**src/sv/oarb_pkg.sv**
```systemverilog
// ----------------------------------------------------------------------------
// oarb_pkg
// shared types, constants and command encoding for the overlap-add ring buffer
// ----------------------------------------------------------------------------
package oarb_pkg;

	localparam int DEPTH_DEF      = 2048;
	localparam int MAX_WINDOW_DEF = 64;

	localparam int SIZE_W   = 12;
	localparam int SAMPLE_W = 16;
	localparam int AMOUNT_W = 13;
	localparam int REQ_W    = 4;
	localparam int WIN_W    = 7;
	localparam int TOTAL_W  = 32;
	localparam int MAG_W    = 13;
	localparam int X_W      = 14;
	localparam int STEP_W   = 4;
	localparam int Q_DEPTH  = 2;
	localparam int Q_PTR_W  = 1;

	localparam logic [SIZE_W-1:0] SIZE_RESET = 12'd2048;

	localparam logic [REQ_W-1:0] REQ_PUSH       = 4'd0;
	localparam logic [REQ_W-1:0] REQ_ADD        = 4'd1;
	localparam logic [REQ_W-1:0] REQ_READ       = 4'd2;
	localparam logic [REQ_W-1:0] REQ_READ_CLEAR = 4'd3;
	localparam logic [REQ_W-1:0] REQ_WINDOW     = 4'd4;
	localparam logic [REQ_W-1:0] REQ_SHIFT_WR   = 4'd5;
	localparam logic [REQ_W-1:0] REQ_SHIFT_RD   = 4'd6;
	localparam logic [REQ_W-1:0] REQ_BEHIND     = 4'd7;
	localparam logic [REQ_W-1:0] REQ_COUNT      = 4'd8;

	typedef enum logic [3:0] {
		OP_PUSH,
		OP_ADD,
		OP_READ,
		OP_READ_CLR,
		OP_WINDOW,
		OP_SHIFT_WR,
		OP_SHIFT_RD,
		OP_BEHIND,
		OP_ZEROS
	} cmd_op_t;

	typedef struct packed {
		cmd_op_t                     op;
		logic signed [SAMPLE_W-1:0] sample;
		logic signed [AMOUNT_W-1:0] amount;
		logic        [WIN_W-1:0]    win_n;
		logic        [SIZE_W-1:0]   size;
	} cmd_t;

	typedef enum logic [2:0] {
		ST_CLEAR,
		ST_IDLE,
		ST_MOD,
		ST_RD,
		ST_WIN,
		ST_ZERO
	} back_state_t;

endpackage

```
**src/sv/oarb_cmd_fifo.sv**
```systemverilog
// ----------------------------------------------------------------------------
// oarb_cmd_fifo
// short command queue between the front classifier and the back executor
// ----------------------------------------------------------------------------
module oarb_cmd_fifo (
	input  logic             clk,
	input  logic             arst_n,
	input  logic             push,
	input  oarb_pkg::cmd_t   push_cmd,
	input  logic             pop,
	output logic             full,
	output logic             head_valid,
	output oarb_pkg::cmd_t   head
);
	import oarb_pkg::*;

	cmd_t                 slot_q [Q_DEPTH];
	logic [Q_PTR_W-1:0]   wr_ptr_q;
	logic [Q_PTR_W-1:0]   rd_ptr_q;
	logic [Q_PTR_W:0]     count_q;

	function automatic logic [Q_PTR_W-1:0] ptr_next(input logic [Q_PTR_W-1:0] p);
		if (p == Q_PTR_W'(Q_DEPTH - 1)) begin
			return '0;
		end
		return p + 1'b1;
	endfunction

	assign full       = (count_q == (Q_PTR_W + 1)'(Q_DEPTH));
	assign head_valid = (count_q != '0);
	assign head       = slot_q[rd_ptr_q];

	always_ff @(posedge clk or negedge arst_n) begin
		if (!arst_n) begin
			wr_ptr_q <= '0;
			rd_ptr_q <= '0;
			count_q  <= '0;
		end else begin
			if (push) begin
				wr_ptr_q <= ptr_next(wr_ptr_q);
			end
			if (pop) begin
				rd_ptr_q <= ptr_next(rd_ptr_q);
			end
			if (push && !pop) begin
				count_q <= count_q + 1'b1;
			end else if (pop && !push) begin
				count_q <= count_q - 1'b1;
			end
		end
	end

	always_ff @(posedge clk) begin
		if (push) begin
			slot_q[wr_ptr_q] <= push_cmd;
		end
	end

endmodule

```
**config.mk**
```make
export PLATFORM = sky130hd
export DESIGN_NAME = oarb_cmd_fifo
export DESIGN_NICKNAME = d
export VERILOG_FILES = /design/src/sv/oarb_pkg.sv /design/src/sv/oarb_cmd_fifo.sv
export SDC_FILE = /design/constraint.sdc
export NUM_CORES = 1
export LEC_CHECK = 0
export ABC_AREA = 1
export BUFFER_PORTS_ARGS = -buffer_cell sky130_fd_sc_hd__buf_2
export CAP_MARGIN = 15
export CORE_ASPECT_RATIO = 0.9
export CORE_UTILIZATION = 59
export CTS_BUF_LIST = sky130_fd_sc_hd__clkbuf_2 sky130_fd_sc_hd__clkbuf_4 sky130_fd_sc_hd__clkbuf_8
export DETAILED_ROUTE_END_ITERATION = 6
export GPL_TIMING_DRIVEN = 0
export PLACE_DENSITY = 0.88
export SLEW_MARGIN = 20
export SYNTH_ARGS = -nofsm -noshare
export SYNTH_HDL_FRONTEND = slang
export SYNTH_SLANG_ARGS = --single-unit
```
**constraint.sdc**
```tcl
create_clock -name clk -period 4.7 [get_ports clk]
set_input_delay 0.235 -clock clk [delete_from_list [all_inputs] [get_ports clk]]
set_output_delay 0.235 -clock clk [all_outputs]
set_load 0.02 [all_outputs]
```
# Yosys cells after proc, flatten, opt, wreduce, memory -nomap -nowiden

Memory sizes are Yosys's and may differ from the RTL's.
Cells that the tools add are included.

Memories: 1
Word-level logic and storage cells: 27
Bits of input ports: 56
Output and inout port bits: 54
Register bits after elaboration: 4
Bits in writable memories: 104

Memory list:

| memory | depth | bits a word | read ports | clocked after Yosys merged registers in | write ports | line                | RTL |
|---|---|---|---|---|---|---|---|
| slot_q | 2     | 52          | 1          | 0                                       | 1           | oarb_cmd_fifo.sv:17 | `cmd_t slot_q [Q_DEPTH];` |

Muxes and demuxes: 12
$add $sub $neg: 4
Equality and inequality tests: 1
Reduce and logical (&&, ||, !) cells: 6

Operators with widths:

| operator                                          | count |
|---|---|
| 2-to-1 mux 1 bit                                  | 10 |
| 2-to-1 mux 2 bit                                  | 2 |
| nonzero test 2 bit                                | 2 |
| adder 1 bit (second input constant)               | 2 |
| adder 2 x 1 -> 2 bit (second input constant)      | 1 |
| equality test 2 bit (second input constant)       | 1 |
| logical AND 1 bit                                 | 2 |
| zero test 1 bit                                   | 2 |
| subtractor 2 x 1 -> 2 bit (second input constant) | 1 |

# Depth between registers and ports, before layout

Word-level depth: 4
Depth in mapped cells: 7
Gate-level depth less buffers: 7

# Worst setup path after synthesis

OpenSTA, ideal clock, no wires.

Path type: register to register
Start point: reg wr_ptr_q
End point: mem slot_q[0][0] in the netlist's numbering (enable)
Library setup time: 463 ps
Data arrival time: 2591 ps
Required time: 4237 ps
Period minus slack after synthesis: 3054 ps
Cell stages (with the launch flop): 2
Buffers on the path: 0
Setup slack: 1646 ps
Path through: dfrtp_1 > nor2_1

RTL lines:

| what                     | line                | RTL |
|---|---|---|
| start: declaration       | oarb_cmd_fifo.sv:18 | `logic [Q_PTR_W-1:0] wr_ptr_q;` |
| start signal: assignment | oarb_cmd_fifo.sv:40 | `wr_ptr_q <= ptr_next(wr_ptr_q);` |
| end: declaration         | oarb_cmd_fifo.sv:17 |  |

No word-level cell before the write port.

==> results.md <==
* Die height at 82.1 um
* Seq pwr share at about 43%
* Maximum VDD drop at between 500 and 600 uV
* Htree depth at 3
* DRC at 0
* Max-slew violations at 0
* Critical path endpoint category: primary output
* Commonest non-fill, non-tap cell in the layout: buf_2
* P_int at 2.12 mW
* Met2 usage at about 33%
* CTS Sinks at 108
* Die Area at around 7500 um2
* Layout Utilization at between 70 and 80%
* Pin count of the biggest net entering global routing at 28
* Most frequent cells in the layout: buf_2 (109), edfxtp_1 (104), mux2_4 (49)
* RR Endpoint: slot_q[1][0]
* Worst R2R Path Depth at 3
* Initial DRC count at roughly 110
* Share of the synthesized area in the top cell type at around 74%
* Routed WL at between 6 and 7 mm
* Die Wd at 91.0 um
* Mapped Area at between 4000 and 5000 um2
* Fmax at ~560 MHz
* Psw at around 1.0 mW
* Grt peak-use layer: met2
* Tcrit/Tclk final at a little under two fifths
* Synth top area cells: edfxtp_1 (74%), mux2_4 (17%), buf_12 (2.4%), dfrtp_1 (2.4%), mux2_2 (0.80%)
* Power Density at around 600 nW/um2
* I/O pin total at 110
* Antenna-violating nets left at 0
* Synth Area per Inst at around 23 um2
* Critical path class: flop to primary output
* CP max FO at 10
* Routability congestion estimate at 0.681
* Hold Violations, Final at 0
* Row cnt at 28
* Antenna cells at 0
* Input/output buffers at 109
* Fraction of layout cells with a size suffix above 1 at 59.5%
* Wirelength per Cell at roughly 16 um
* Vias at ~2100
* Critical Path AT at around 1.5 ns
* Worst min path class: input pin to flop
* Final setup violation count at 0
* Yosys warnings at 0
* Status: completed
* Max_cap viols at 0
* Grt met1 use at between 10% and 20%
* Worst-margin pin slew at between 0.5 and 0.6 ns
* WP data required at approximately 4.5 ns
* CTS Buffer Depth at 2
* Crit path time final at roughly 1.8 ns
* Detail-routed via count per cell at between 5 and 6
* R2r startpoint: wr_ptr_q
* DP HPWL at between 4 and 5 mm
* TritonCTS clock tree: done
* Max_slew headroom at about 61%
* Skew-Pair Late Insertion Delay at approximately 0.36 ns
* Total global-route track usage at approximately 18%
* Syn-to-layout area delta at 22.6%
* Pre-CTS setup slack at between 3 and 4 ns
* Gate power share at around two fifths
* Initial antenna violation count at 0
* Clk Tree Root Cell: clkbuf_8
* Hold Path Depth at 1
* Worst Setup EP: head[26]
* Final WS setup at 2.92 ns
* Synthesized flop and latch total at 108
* Placed cell area at roughly 5000 um2
* Core Box Area at a little under 7000 um2
* Yosys top cell by area: edfxtp_1
* Clock network fraction of total power at roughly 17%
* Syn_nets at 244
* Final instance area at approximately 5200 um2
* RSZ-0062 raised after global routing: false
* DR pass1 iterations at 4
* CTS buffer count at 9
* Grt met3 use at under 10%
* Post-synthesis sequential area ratio at around 77%
* Global-route wire length before repair at approximately 9.7 mm
* Vias in the first global route at 2086
* Post-Syn Instances at approximately 190
* Total chip power at around 3.1 mW
* Setup_tns at 0 ns
* Lkg Pwr at around 2.1 nW
* Setup crit start: rd_ptr_q
* Type of origin of the critical path: flop
* Nets at between 300 and 400
* Initial core utilization at a little over three fifths
* Reg clk slew, reported paths at roughly 0.1 ns
* Switching portion of total power at 32.0%
* Gr ovfl total at 0
* R2R Setup Slk at approximately 3.2 ns
* Synth cell types at 14
* Clock Skew at between 0.009 and 0.01 ns
==> critical path, stage by stage (launching register included) <==
cell and delay (ns):
dfrtp_1 0.36, buf_6 0.19, buf_12 0.17, mux2_4 0.31, buf_2 0.16
==> worst min path at each step <==
stage	from	to	slack, ns
global route	push_cmd[30]	slot_q[1][30]	0.03
CTS	push_cmd[51]	slot_q[1][51]	0.04
finish	push_cmd[51]	slot_q[1][51]	0.06
detailed placement	arst_n	count_q[1]	0.04
floorplan	arst_n	count_q[0]	-0.06
global placement	arst_n	count_q[1]	0.04
==> per-layer routing <==
layer | share of wire, % | wire (um)
met1 | 38 | 2460
met2 | 52 | 3360
met3 | 9.0 | 582
met4 | 1.4 | 88
met5 | 0 | 0
==> registers in the layout, indices dropped and copies added, names as in the netlist <==
signal / flops
count_q: 2
slot_q: 104
rd_ptr_q: 1
wr_ptr_q: 1
==> cell families (layout without fill, tap and decap cells) <==
logic type / after synthesis / in the layout / synth area share [%]
xor+xnor: 3 / 3 / 0.624
fa+ha+maj: 1 / 1 / 0.297
buf+inv: 13 / 142 / 3.27
flops: 108 / 108 / 76.6
mux: 52 / 52 / 18.3
simple gates: 10 / 10 / 0.981
==> power groups by stage <==
stage          registers [mW]  logic, mW  clock network [mW]
5_1_grt                  1.35       1.32               0.589
4_1_cts                  1.33       1.27               0.558
2_1_floorplan            1.35      0.924                   0
3_3_place_gp             1.36       1.20                   0
3_5_place_dp             1.36       1.26                   0
6_report                 1.33       1.25               0.544
==> cell usage after synthesis (all sizes together) <==
master / instances
edfxtp: 104
mux2: 52
inv: 7
buf: 6
nand2: 6
dfrtp: 4
nor2: 2
xor2: 2
ha: 1
nand3: 1
nand4: 1
xnor2: 1
==> area by class of cell <==
class | instances | area, um2
flip-flops and latches | 108 | 3220
fillers | 404 | 1570
multi-input cells | 66 | 857
repair buffers | 113 | 631
clock buffers | 9 | 124
well taps | 90 | 113
plain buffers | 6 | 111
clock inverters | 7 | 75.1
inverters | 7 | 26.3
==> through the flow <==
step,std cells,hold WS [ns]
detailed placement,389,0.0426
finish,406,0.0553
CTS,406,0.0411
global route,406,0.0284
floorplan,187,-0.0606
global placement,386,0.0419
==> repair_timing <==
action / 4_1_cts / 5_1_grt
buffers inserted: 0 / 0
resized for setup: 0 / 0
endpoints found under the hold margin: 4 / 0
hold buffers: 1 / 0
No activity file was read; power rests on OpenSTA's default activity.
