$ cat src/sv/oarb_pkg.sv
// ----------------------------------------------------------------------------
// oarb_pkg
// shared types, constants and command encoding for the overlap-add ring buffer
// ----------------------------------------------------------------------------
package oarb_pkg;

	localparam int DEPTH_DEF      = 2048;
	localparam int MAX_WINDOW_DEF = 64;

	localparam int SIZE_W   = 12;
	localparam int SAMPLE_W = 16;
	localparam int AMOUNT_W = 13;
	localparam int REQ_W    = 4;
	localparam int WIN_W    = 7;
	localparam int TOTAL_W  = 32;
	localparam int MAG_W    = 13;
	localparam int X_W      = 14;
	localparam int STEP_W   = 4;
	localparam int Q_DEPTH  = 2;
	localparam int Q_PTR_W  = 1;

	localparam logic [SIZE_W-1:0] SIZE_RESET = 12'd2048;

	localparam logic [REQ_W-1:0] REQ_PUSH       = 4'd0;
	localparam logic [REQ_W-1:0] REQ_ADD        = 4'd1;
	localparam logic [REQ_W-1:0] REQ_READ       = 4'd2;
	localparam logic [REQ_W-1:0] REQ_READ_CLEAR = 4'd3;
	localparam logic [REQ_W-1:0] REQ_WINDOW     = 4'd4;
	localparam logic [REQ_W-1:0] REQ_SHIFT_WR   = 4'd5;
	localparam logic [REQ_W-1:0] REQ_SHIFT_RD   = 4'd6;
	localparam logic [REQ_W-1:0] REQ_BEHIND     = 4'd7;
	localparam logic [REQ_W-1:0] REQ_COUNT      = 4'd8;

	typedef enum logic [3:0] {
		OP_PUSH,
		OP_ADD,
		OP_READ,
		OP_READ_CLR,
		OP_WINDOW,
		OP_SHIFT_WR,
		OP_SHIFT_RD,
		OP_BEHIND,
		OP_ZEROS
	} cmd_op_t;

	typedef struct packed {
		cmd_op_t                     op;
		logic signed [SAMPLE_W-1:0] sample;
		logic signed [AMOUNT_W-1:0] amount;
		logic        [WIN_W-1:0]    win_n;
		logic        [SIZE_W-1:0]   size;
	} cmd_t;

	typedef enum logic [2:0] {
		ST_CLEAR,
		ST_IDLE,
		ST_MOD,
		ST_RD,
		ST_WIN,
		ST_ZERO
	} back_state_t;

endpackage

$ cat src/sv/oarb_front.sv
// ----------------------------------------------------------------------------
// oarb_front
// request intake: size register, request decode and one classified stage
// ----------------------------------------------------------------------------
module oarb_front #(
	parameter int DEPTH      = oarb_pkg::DEPTH_DEF,
	parameter int MAX_WINDOW = oarb_pkg::MAX_WINDOW_DEF
) (
	input  logic                               clk,
	input  logic                               arst_n,
	input  logic                               start,
	input  logic [oarb_pkg::REQ_W-1:0]         req_type,
	input  logic signed [oarb_pkg::SAMPLE_W-1:0] sample_in,
	input  logic signed [oarb_pkg::AMOUNT_W-1:0] amount,
	input  logic                               cfg_we,
	input  logic [oarb_pkg::SIZE_W-1:0]        cfg_data,
	input  logic                               clearing,
	input  logic                               fifo_full,
	output logic                               busy,
	output logic                               push,
	output oarb_pkg::cmd_t                     push_cmd
);
	import oarb_pkg::*;

	logic [SIZE_W-1:0]  used_size_q;
	logic               valid_s1;
	cmd_t               cmd_s1;

	logic [SIZE_W-1:0]  eff_size;
	logic               size_zero;
	logic [WIN_W-1:0]   win_len;
	logic               keep;
	cmd_t               cls;
	logic               accept;

	always_comb begin
		if (32'(used_size_q) > 32'(DEPTH)) begin
			eff_size = SIZE_W'(DEPTH);
		end else begin
			eff_size = used_size_q;
		end
		size_zero = (eff_size == '0);
		if (amount > $signed(AMOUNT_W'(MAX_WINDOW))) begin
			win_len = WIN_W'(MAX_WINDOW);
		end else begin
			win_len = amount[WIN_W-1:0];
		end
	end

	// drop requests that have no effect and no result
	always_comb begin
		keep       = 1'b0;
		cls.op     = OP_ZEROS;
		cls.sample = sample_in;
		cls.amount = amount;
		cls.win_n  = WIN_W'(1);
		cls.size   = eff_size;
		unique case (req_type)
			REQ_PUSH: begin
				keep   = !size_zero;
				cls.op = OP_PUSH;
			end
			REQ_ADD: begin
				keep   = !size_zero;
				cls.op = OP_ADD;
			end
			REQ_READ: begin
				keep   = 1'b1;
				cls.op = size_zero ? OP_ZEROS : OP_READ;
			end
			REQ_READ_CLEAR: begin
				keep   = 1'b1;
				cls.op = size_zero ? OP_ZEROS : OP_READ_CLR;
			end
			REQ_WINDOW: begin
				keep      = (amount > $signed(AMOUNT_W'(0)));
				cls.op    = size_zero ? OP_ZEROS : OP_WINDOW;
				cls.win_n = win_len;
			end
			REQ_SHIFT_WR: begin
				keep   = !size_zero;
				cls.op = OP_SHIFT_WR;
			end
			REQ_SHIFT_RD: begin
				keep   = !size_zero;
				cls.op = OP_SHIFT_RD;
			end
			REQ_BEHIND: begin
				keep   = !size_zero && !amount[AMOUNT_W-1];
				cls.op = OP_BEHIND;
			end
			REQ_COUNT: begin
				keep   = 1'b1;
				cls.op = OP_ZEROS;
			end
			default: begin
				keep = 1'b0;
			end
		endcase
	end

	assign busy     = clearing || (valid_s1 && fifo_full);
	assign accept   = start && !busy;
	assign push     = valid_s1 && !fifo_full;
	assign push_cmd = cmd_s1;

	always_ff @(posedge clk or negedge arst_n) begin
		if (!arst_n) begin
			used_size_q <= SIZE_RESET;
			valid_s1    <= 1'b0;
		end else begin
			if (cfg_we) begin
				used_size_q <= cfg_data;
			end
			if (accept) begin
				valid_s1 <= keep;
			end else if (push) begin
				valid_s1 <= 1'b0;
			end
		end
	end

	always_ff @(posedge clk) begin
		if (accept) begin
			cmd_s1 <= cls;
		end
	end

endmodule

$ cat config.mk
export PLATFORM = sky130hd
export DESIGN_NAME = oarb_front
export DESIGN_NICKNAME = d
export VERILOG_FILES = /design/src/sv/oarb_pkg.sv /design/src/sv/oarb_front.sv
export SDC_FILE = /design/constraint.sdc
export NUM_CORES = 1
export LEC_CHECK = 0
export BUFFER_PORTS_ARGS = -buffer_cell sky130_fd_sc_hd__clkbuf_2
export CELL_PAD_IN_SITES_DETAIL_PLACEMENT = 1
export CELL_PAD_IN_SITES_GLOBAL_PLACEMENT = 2
export CORE_MARGIN = 5
export CORE_UTILIZATION = 31
export DETAILED_ROUTE_END_ITERATION = 16
export GPL_ROUTABILITY_DRIVEN = 0
export PLACE_DENSITY = 0.9
export SYNTH_ARGS = -nofsm -noshare
export SYNTH_HDL_FRONTEND = slang
export SYNTH_SLANG_ARGS = --single-unit
$ cat constraint.sdc
create_clock -name clk -period 4.9 [get_ports clk]
set_input_delay 1.225 -clock clk [delete_from_list [all_inputs] [get_ports clk]]
set_output_delay 1.225 -clock clk [all_outputs]
set_load 0.02 [all_outputs]
---- Yosys cells after proc, flatten, opt, wreduce, memory -nomap -nowiden ----
Cells that the tools add are included.
word-level totals
  register bits ........................... 65
  input port bits ......................... 51
  word-level logic and storage cells ...... 44
cells by class
  order comparisons ....................... 3
  equal/unequal tests ..................... 8
  mux-type cells .......................... 9
  bitwise logic cells ..................... 1
  reduce and logical (&&, ||, !) cells .... 15
operators by type and width
  operator                                              count
  one-hot mux 4 bit (8 select lines)                    1
  equality test 4 x 3 -> 1 bit (second input constant)  4
  > comparator 13 x 1 -> 1 bit (second input constant)  1
  > comparator 13 x 8 -> 1 bit (second input constant)  1
  > comparator 12 bit (second input constant)           1
  zero test 12 bit                                      1
  2-to-1 mux 12 bit                                     1
  2-to-1 mux 4 bit                                      3
  equality test 4 x 2 -> 1 bit (second input constant)  2
  2-to-1 mux 7 bit                                      1
  equality test 4 x 1 -> 1 bit (second input constant)  1
  equality test 4 bit (second input constant)           1
  logical AND 1 bit                                     4
  zero test 1 bit                                       4
  zero test 4 bit                                       1
  one-hot mux 1 bit (4 select lines)                    1
  OR reduction 4 bit                                    1
  OR reduction 3 bit                                    1
  2-to-1 mux 1 bit                                      2
  nonzero test 2 bit                                    1
  OR reduction 2 bit                                    1
  logical OR 1 bit                                      1
  inverter 1 bit                                        1

---- Depth between registers and ports, before layout ----
  depth in word-level cells ............... 7
  mapped depth ............................ 5

---- Worst setup path after synthesis ----
No wires, ideal clock.
  path type ............................... input-to-reg
  from .................................... input clearing
  to ...................................... register cmd_s1 (netlist bit push_cmd[0]), enable pin
  library setup time ...................... 479 ps
  data arrival time ....................... 3,912 ps
  path slack .............................. 509 ps
  cell stages on the path ................. 2
  path buffers ............................ 0
  path through ............................ nand2b_1 a21oi_1
between the ends
  cells in the longest elaborated chain, start to end .. 3
RTL lines
  element                 RTL line           source
  start: declaration      oarb_front.sv:17   input logic clearing,
  logical OR 1 bit        oarb_front.sv:102  assign busy = clearing || (valid_s1 && fifo_full);
  zero test 1 bit         oarb_front.sv:103  assign accept = start && !busy;
  logical AND 1 bit       oarb_front.sv:103
  net accept              oarb_front.sv:34   logic accept;
  end signal: assignment  oarb_front.sv:125  cmd_s1 <= cls;
  end: declaration        oarb_front.sv:27   cmd_t cmd_s1;
The timed path passes the listed nets, and every way through them passes these cells.
A chain may end at the register's enable or synchronous reset.

---- Worst setup path in the final report ----
  from .................................... input fifo_full
  to ...................................... output busy
between the ends
  cells in the longest elaborated chain, start to end .. 2
RTL lines
  element             RTL line           source
  start: declaration  oarb_front.sv:18   input logic fifo_full,
  logical AND 1 bit   oarb_front.sv:102
  logical OR 1 bit    oarb_front.sv:102
  end: declaration    oarb_front.sv:19   output logic busy,
Every way passes these cells.

==> results.yml <==
route:
  vias: 1628
  drt_iter0_markers: 29
  drt_wl_total_mm: 5.629
  ant_nets: 0
  drc: 0
  wire_per_inst_um: 15.68
  dr.pass1.iters: 4
  drt-vias-per-instance: 4.535
placement:
  place_inst: 343
  dp_slack_ps: 1845
  dpl.hpwl_mm: 4.400
  portBuffers: 104
synthesis:
  synth.distinct_cells: 34
  synth_nets: 191
  syn_area_per_cell_um2: 17.22
  synth-compound-area-share_pct: 4.255
  yosysWarnings: 0
  synth_top_cell_by_area: "edfxtp_1"
  yosys.area_share.adder_pct: 0
  synthXorXnorAreaFrac_pct: 0
  synthSimpleGateAreaFrac_pct: 10.85
  synth_area_um2: 2411
  ys_ff_latch: 65
  ys_seq_area_share_pct: 78.31
  postSynthCellCount: 140
  synth_top_family_by_area: "simple AND/OR/NAND/NOR gates"
  yosys-top-cells-area: "edfxtp_1, dfrtp_1, mux2_2, nor2b_1, nor3b_1"
  synthMuxAreaShare_pct: 5.605
  synth_top_area_share_pct: 64.76
clocking:
  clk_pin_slew_ps: 60
  hold_buffers: 0
  h-tree-depth: 3
  post_cts_resized: 0
  cts_setup_buffers: 0
  cts_tree: "yes"
  cts.sinks: 65
  ctsLongestPathBuffers: 2
  cts_made_buffers: 9
  cts_root_buf: "clkbuf_8"
  clk_latency_ps: 340
timing:
  setup_tns_ps: 0
  fin_crit_sh_pct: 59.35
  finalHoldViolCount: 0
  setup_viol: 0
  min_period_ps: 2908
  clock_skew_ps: 9.745
  rsz0062_at_grt: "false"
  tightest_slew_ps: 950.6
  post-route-worst-setup-slack_ps: 1992
  fmax_mhz: 343.9
  slew_viol_final: 0
  relSlewSlack_pct: 36.48
  timing.hold.ws_ps: 525.2
floorplanning:
  dieArea_um2: 9641
  floorplan.initialDensity_pct: 31.53
  boundaryPins: 105
  die_y_um: 98.19
  std_cell_rows: 32
  core_area_um2: 7647
  die_w_um: 98.19
hold_path:
  hold_class: "flip-flop to flip-flop"
worst_setup_path:
  cp.arrival_ps: 1680
  cp-start-kind: "primary input"
  required_ps: 3670
  worst_path_max_delay_cell: "clkbuf_2"
  slowest_delay_ps: 160
  crit_fanout: 3
  crit_family: "buffers and inverters"
  path_common_cell: "clkbuf_2"
  crit_chain: "clkbuf_2 > nand2_1 > nand2b_1 > clkbuf_2"
  endpoint_kind: "output pin"
  crit_type: "primary input to output pin"
  cp_num_buf_inv: 2
power:
  p_per_area_nw_per_um2: 359.4
  power_leakage_uw: 0.001347
  total_power_uw: 1163
  ir_worst_vdd_mv: 0.1164
global_route:
  grt_pass1_vias: 1778
  grt_max_degree: 29
  grt_antenna_before_repair: 0
  grtUsageMet2_pct: 20.52
  track_usage_pct: 12.07
  busiest_layer: "met2"
  grt_pass1_wl_mm: 9.004
  met1_usage_pct: 13.63
  use_met3_pct: 4.357
  grt.overflow.total: 0
final_layout:
  multi_input_area_um2: 510.5
  seqCellArea_um2: 1888
  fin_cells: 359
  fin_nets: 303
  syn2layout_area_growth_pct: 34.20
  fillers: 821
  layout-drive-gt1-share_pct: 52.53
  diodes: 0
status:
  status: "completed"
flow_run:
  cap_violations: 0
cell families after synthesis:
logic type	count (synthesis)
buffers and inverters	6
multiplexers	12
AND/OR/NAND/NOR	43
flip-flops	65
AO/OA/AOI/OAI	14
power by group:
| part | switching (uW) | internal [uW] |
|---|---|---|
| Sequential | 15.5 | 634 |
| Clock | 200 | 195 |
| Combinational | 70.1 | 48.3 |
synthesized netlist by cell type:
cell,number
nor4_1,1
dfrtp_1,12
or4b_1,1
a211oi_1,1
nor3b_1,6
nand4_1,1
o21bai_1,1
nor3_1,3
buf_2,1
or4b_2,1
o21ai_0,1
o31ai_1,1
o21ba_1,1
nand4b_1,1
dfstp_2,1
a21oi_1,3
nor2b_1,12
nand2b_1,4
clkbuf_1,2
a21bo_1,1
nand2_1,2
or3_1,1
a21o_1,1
a221oi_1,1
edfxtp_1,52
a31oi_1,1
nor2_1,7
inv_1,2
and2_1,2
mux2_2,12
or4_1,1
buf_1,1
o221ai_1,1
o41ai_1,1
stage by stage:
step           util, %  instance area [um2]
3_5_place_dp     40.04                 3062
6_report         42.31                 3236
2_1_floorplan        -                 2411
3_3_place_gp     40.04                 3062
5_1_grt          42.31                 3236
4_1_cts          42.31                 3236
registers in the layout, indices dropped and copies added (netlist names):
register / count
push_cmd: 52
used_size_q: 12
valid_s1: 1
worst paths after layout:
path                              endpoint           start  slack, ps  cells after the start
max                                   busy       fifo_full       1990                      4
min                         used_size_q[6]  used_size_q[6]        530                      1
max reg2reg                   push_cmd[13]        valid_s1       2900                      2
min reg2reg                 used_size_q[6]  used_size_q[6]        530                      1
max in group asynchronous  used_size_q[11]          arst_n       3820                      1
min in group asynchronous         valid_s1          arst_n        780                      1
cell usage in the layout, fill, tap and decap left out, types with 2 or more instances in the layout:
cell type,count
a21oi_1,2
and2_1,2
clkbuf_2,104
clkbuf_8,10
clkinv_2,2
clkinvlp_4,3
dfrtp_1,12
edfxtp_1,52
inv_1,2
mux2_2,12
nand2_1,2
nand2b_1,4
nor2_1,7
nor2b_1,12
nor3_1,3
nor3b_1,6
area by class of cell:
type                            count  share of cell area (%)
Clock buffer                       11                   4.370
Clock inverter                      5                   1.005
Inverter                            2                  0.2320
Multi-Input combinational cell     69                   15.78
Sequential cell                    65                   58.35
Tap cell                          102                   3.944
Timing Repair Buffer              105                   16.32
per-layer routing:
metal | wire length (um) | share of wire (%)
met3 | 433 | 7.7
met2 | 2828 | 50
met4 | 90 | 1.6
met1 | 2276 | 40
met5 | 0 | 0
(Power assumes the default switching activity.)
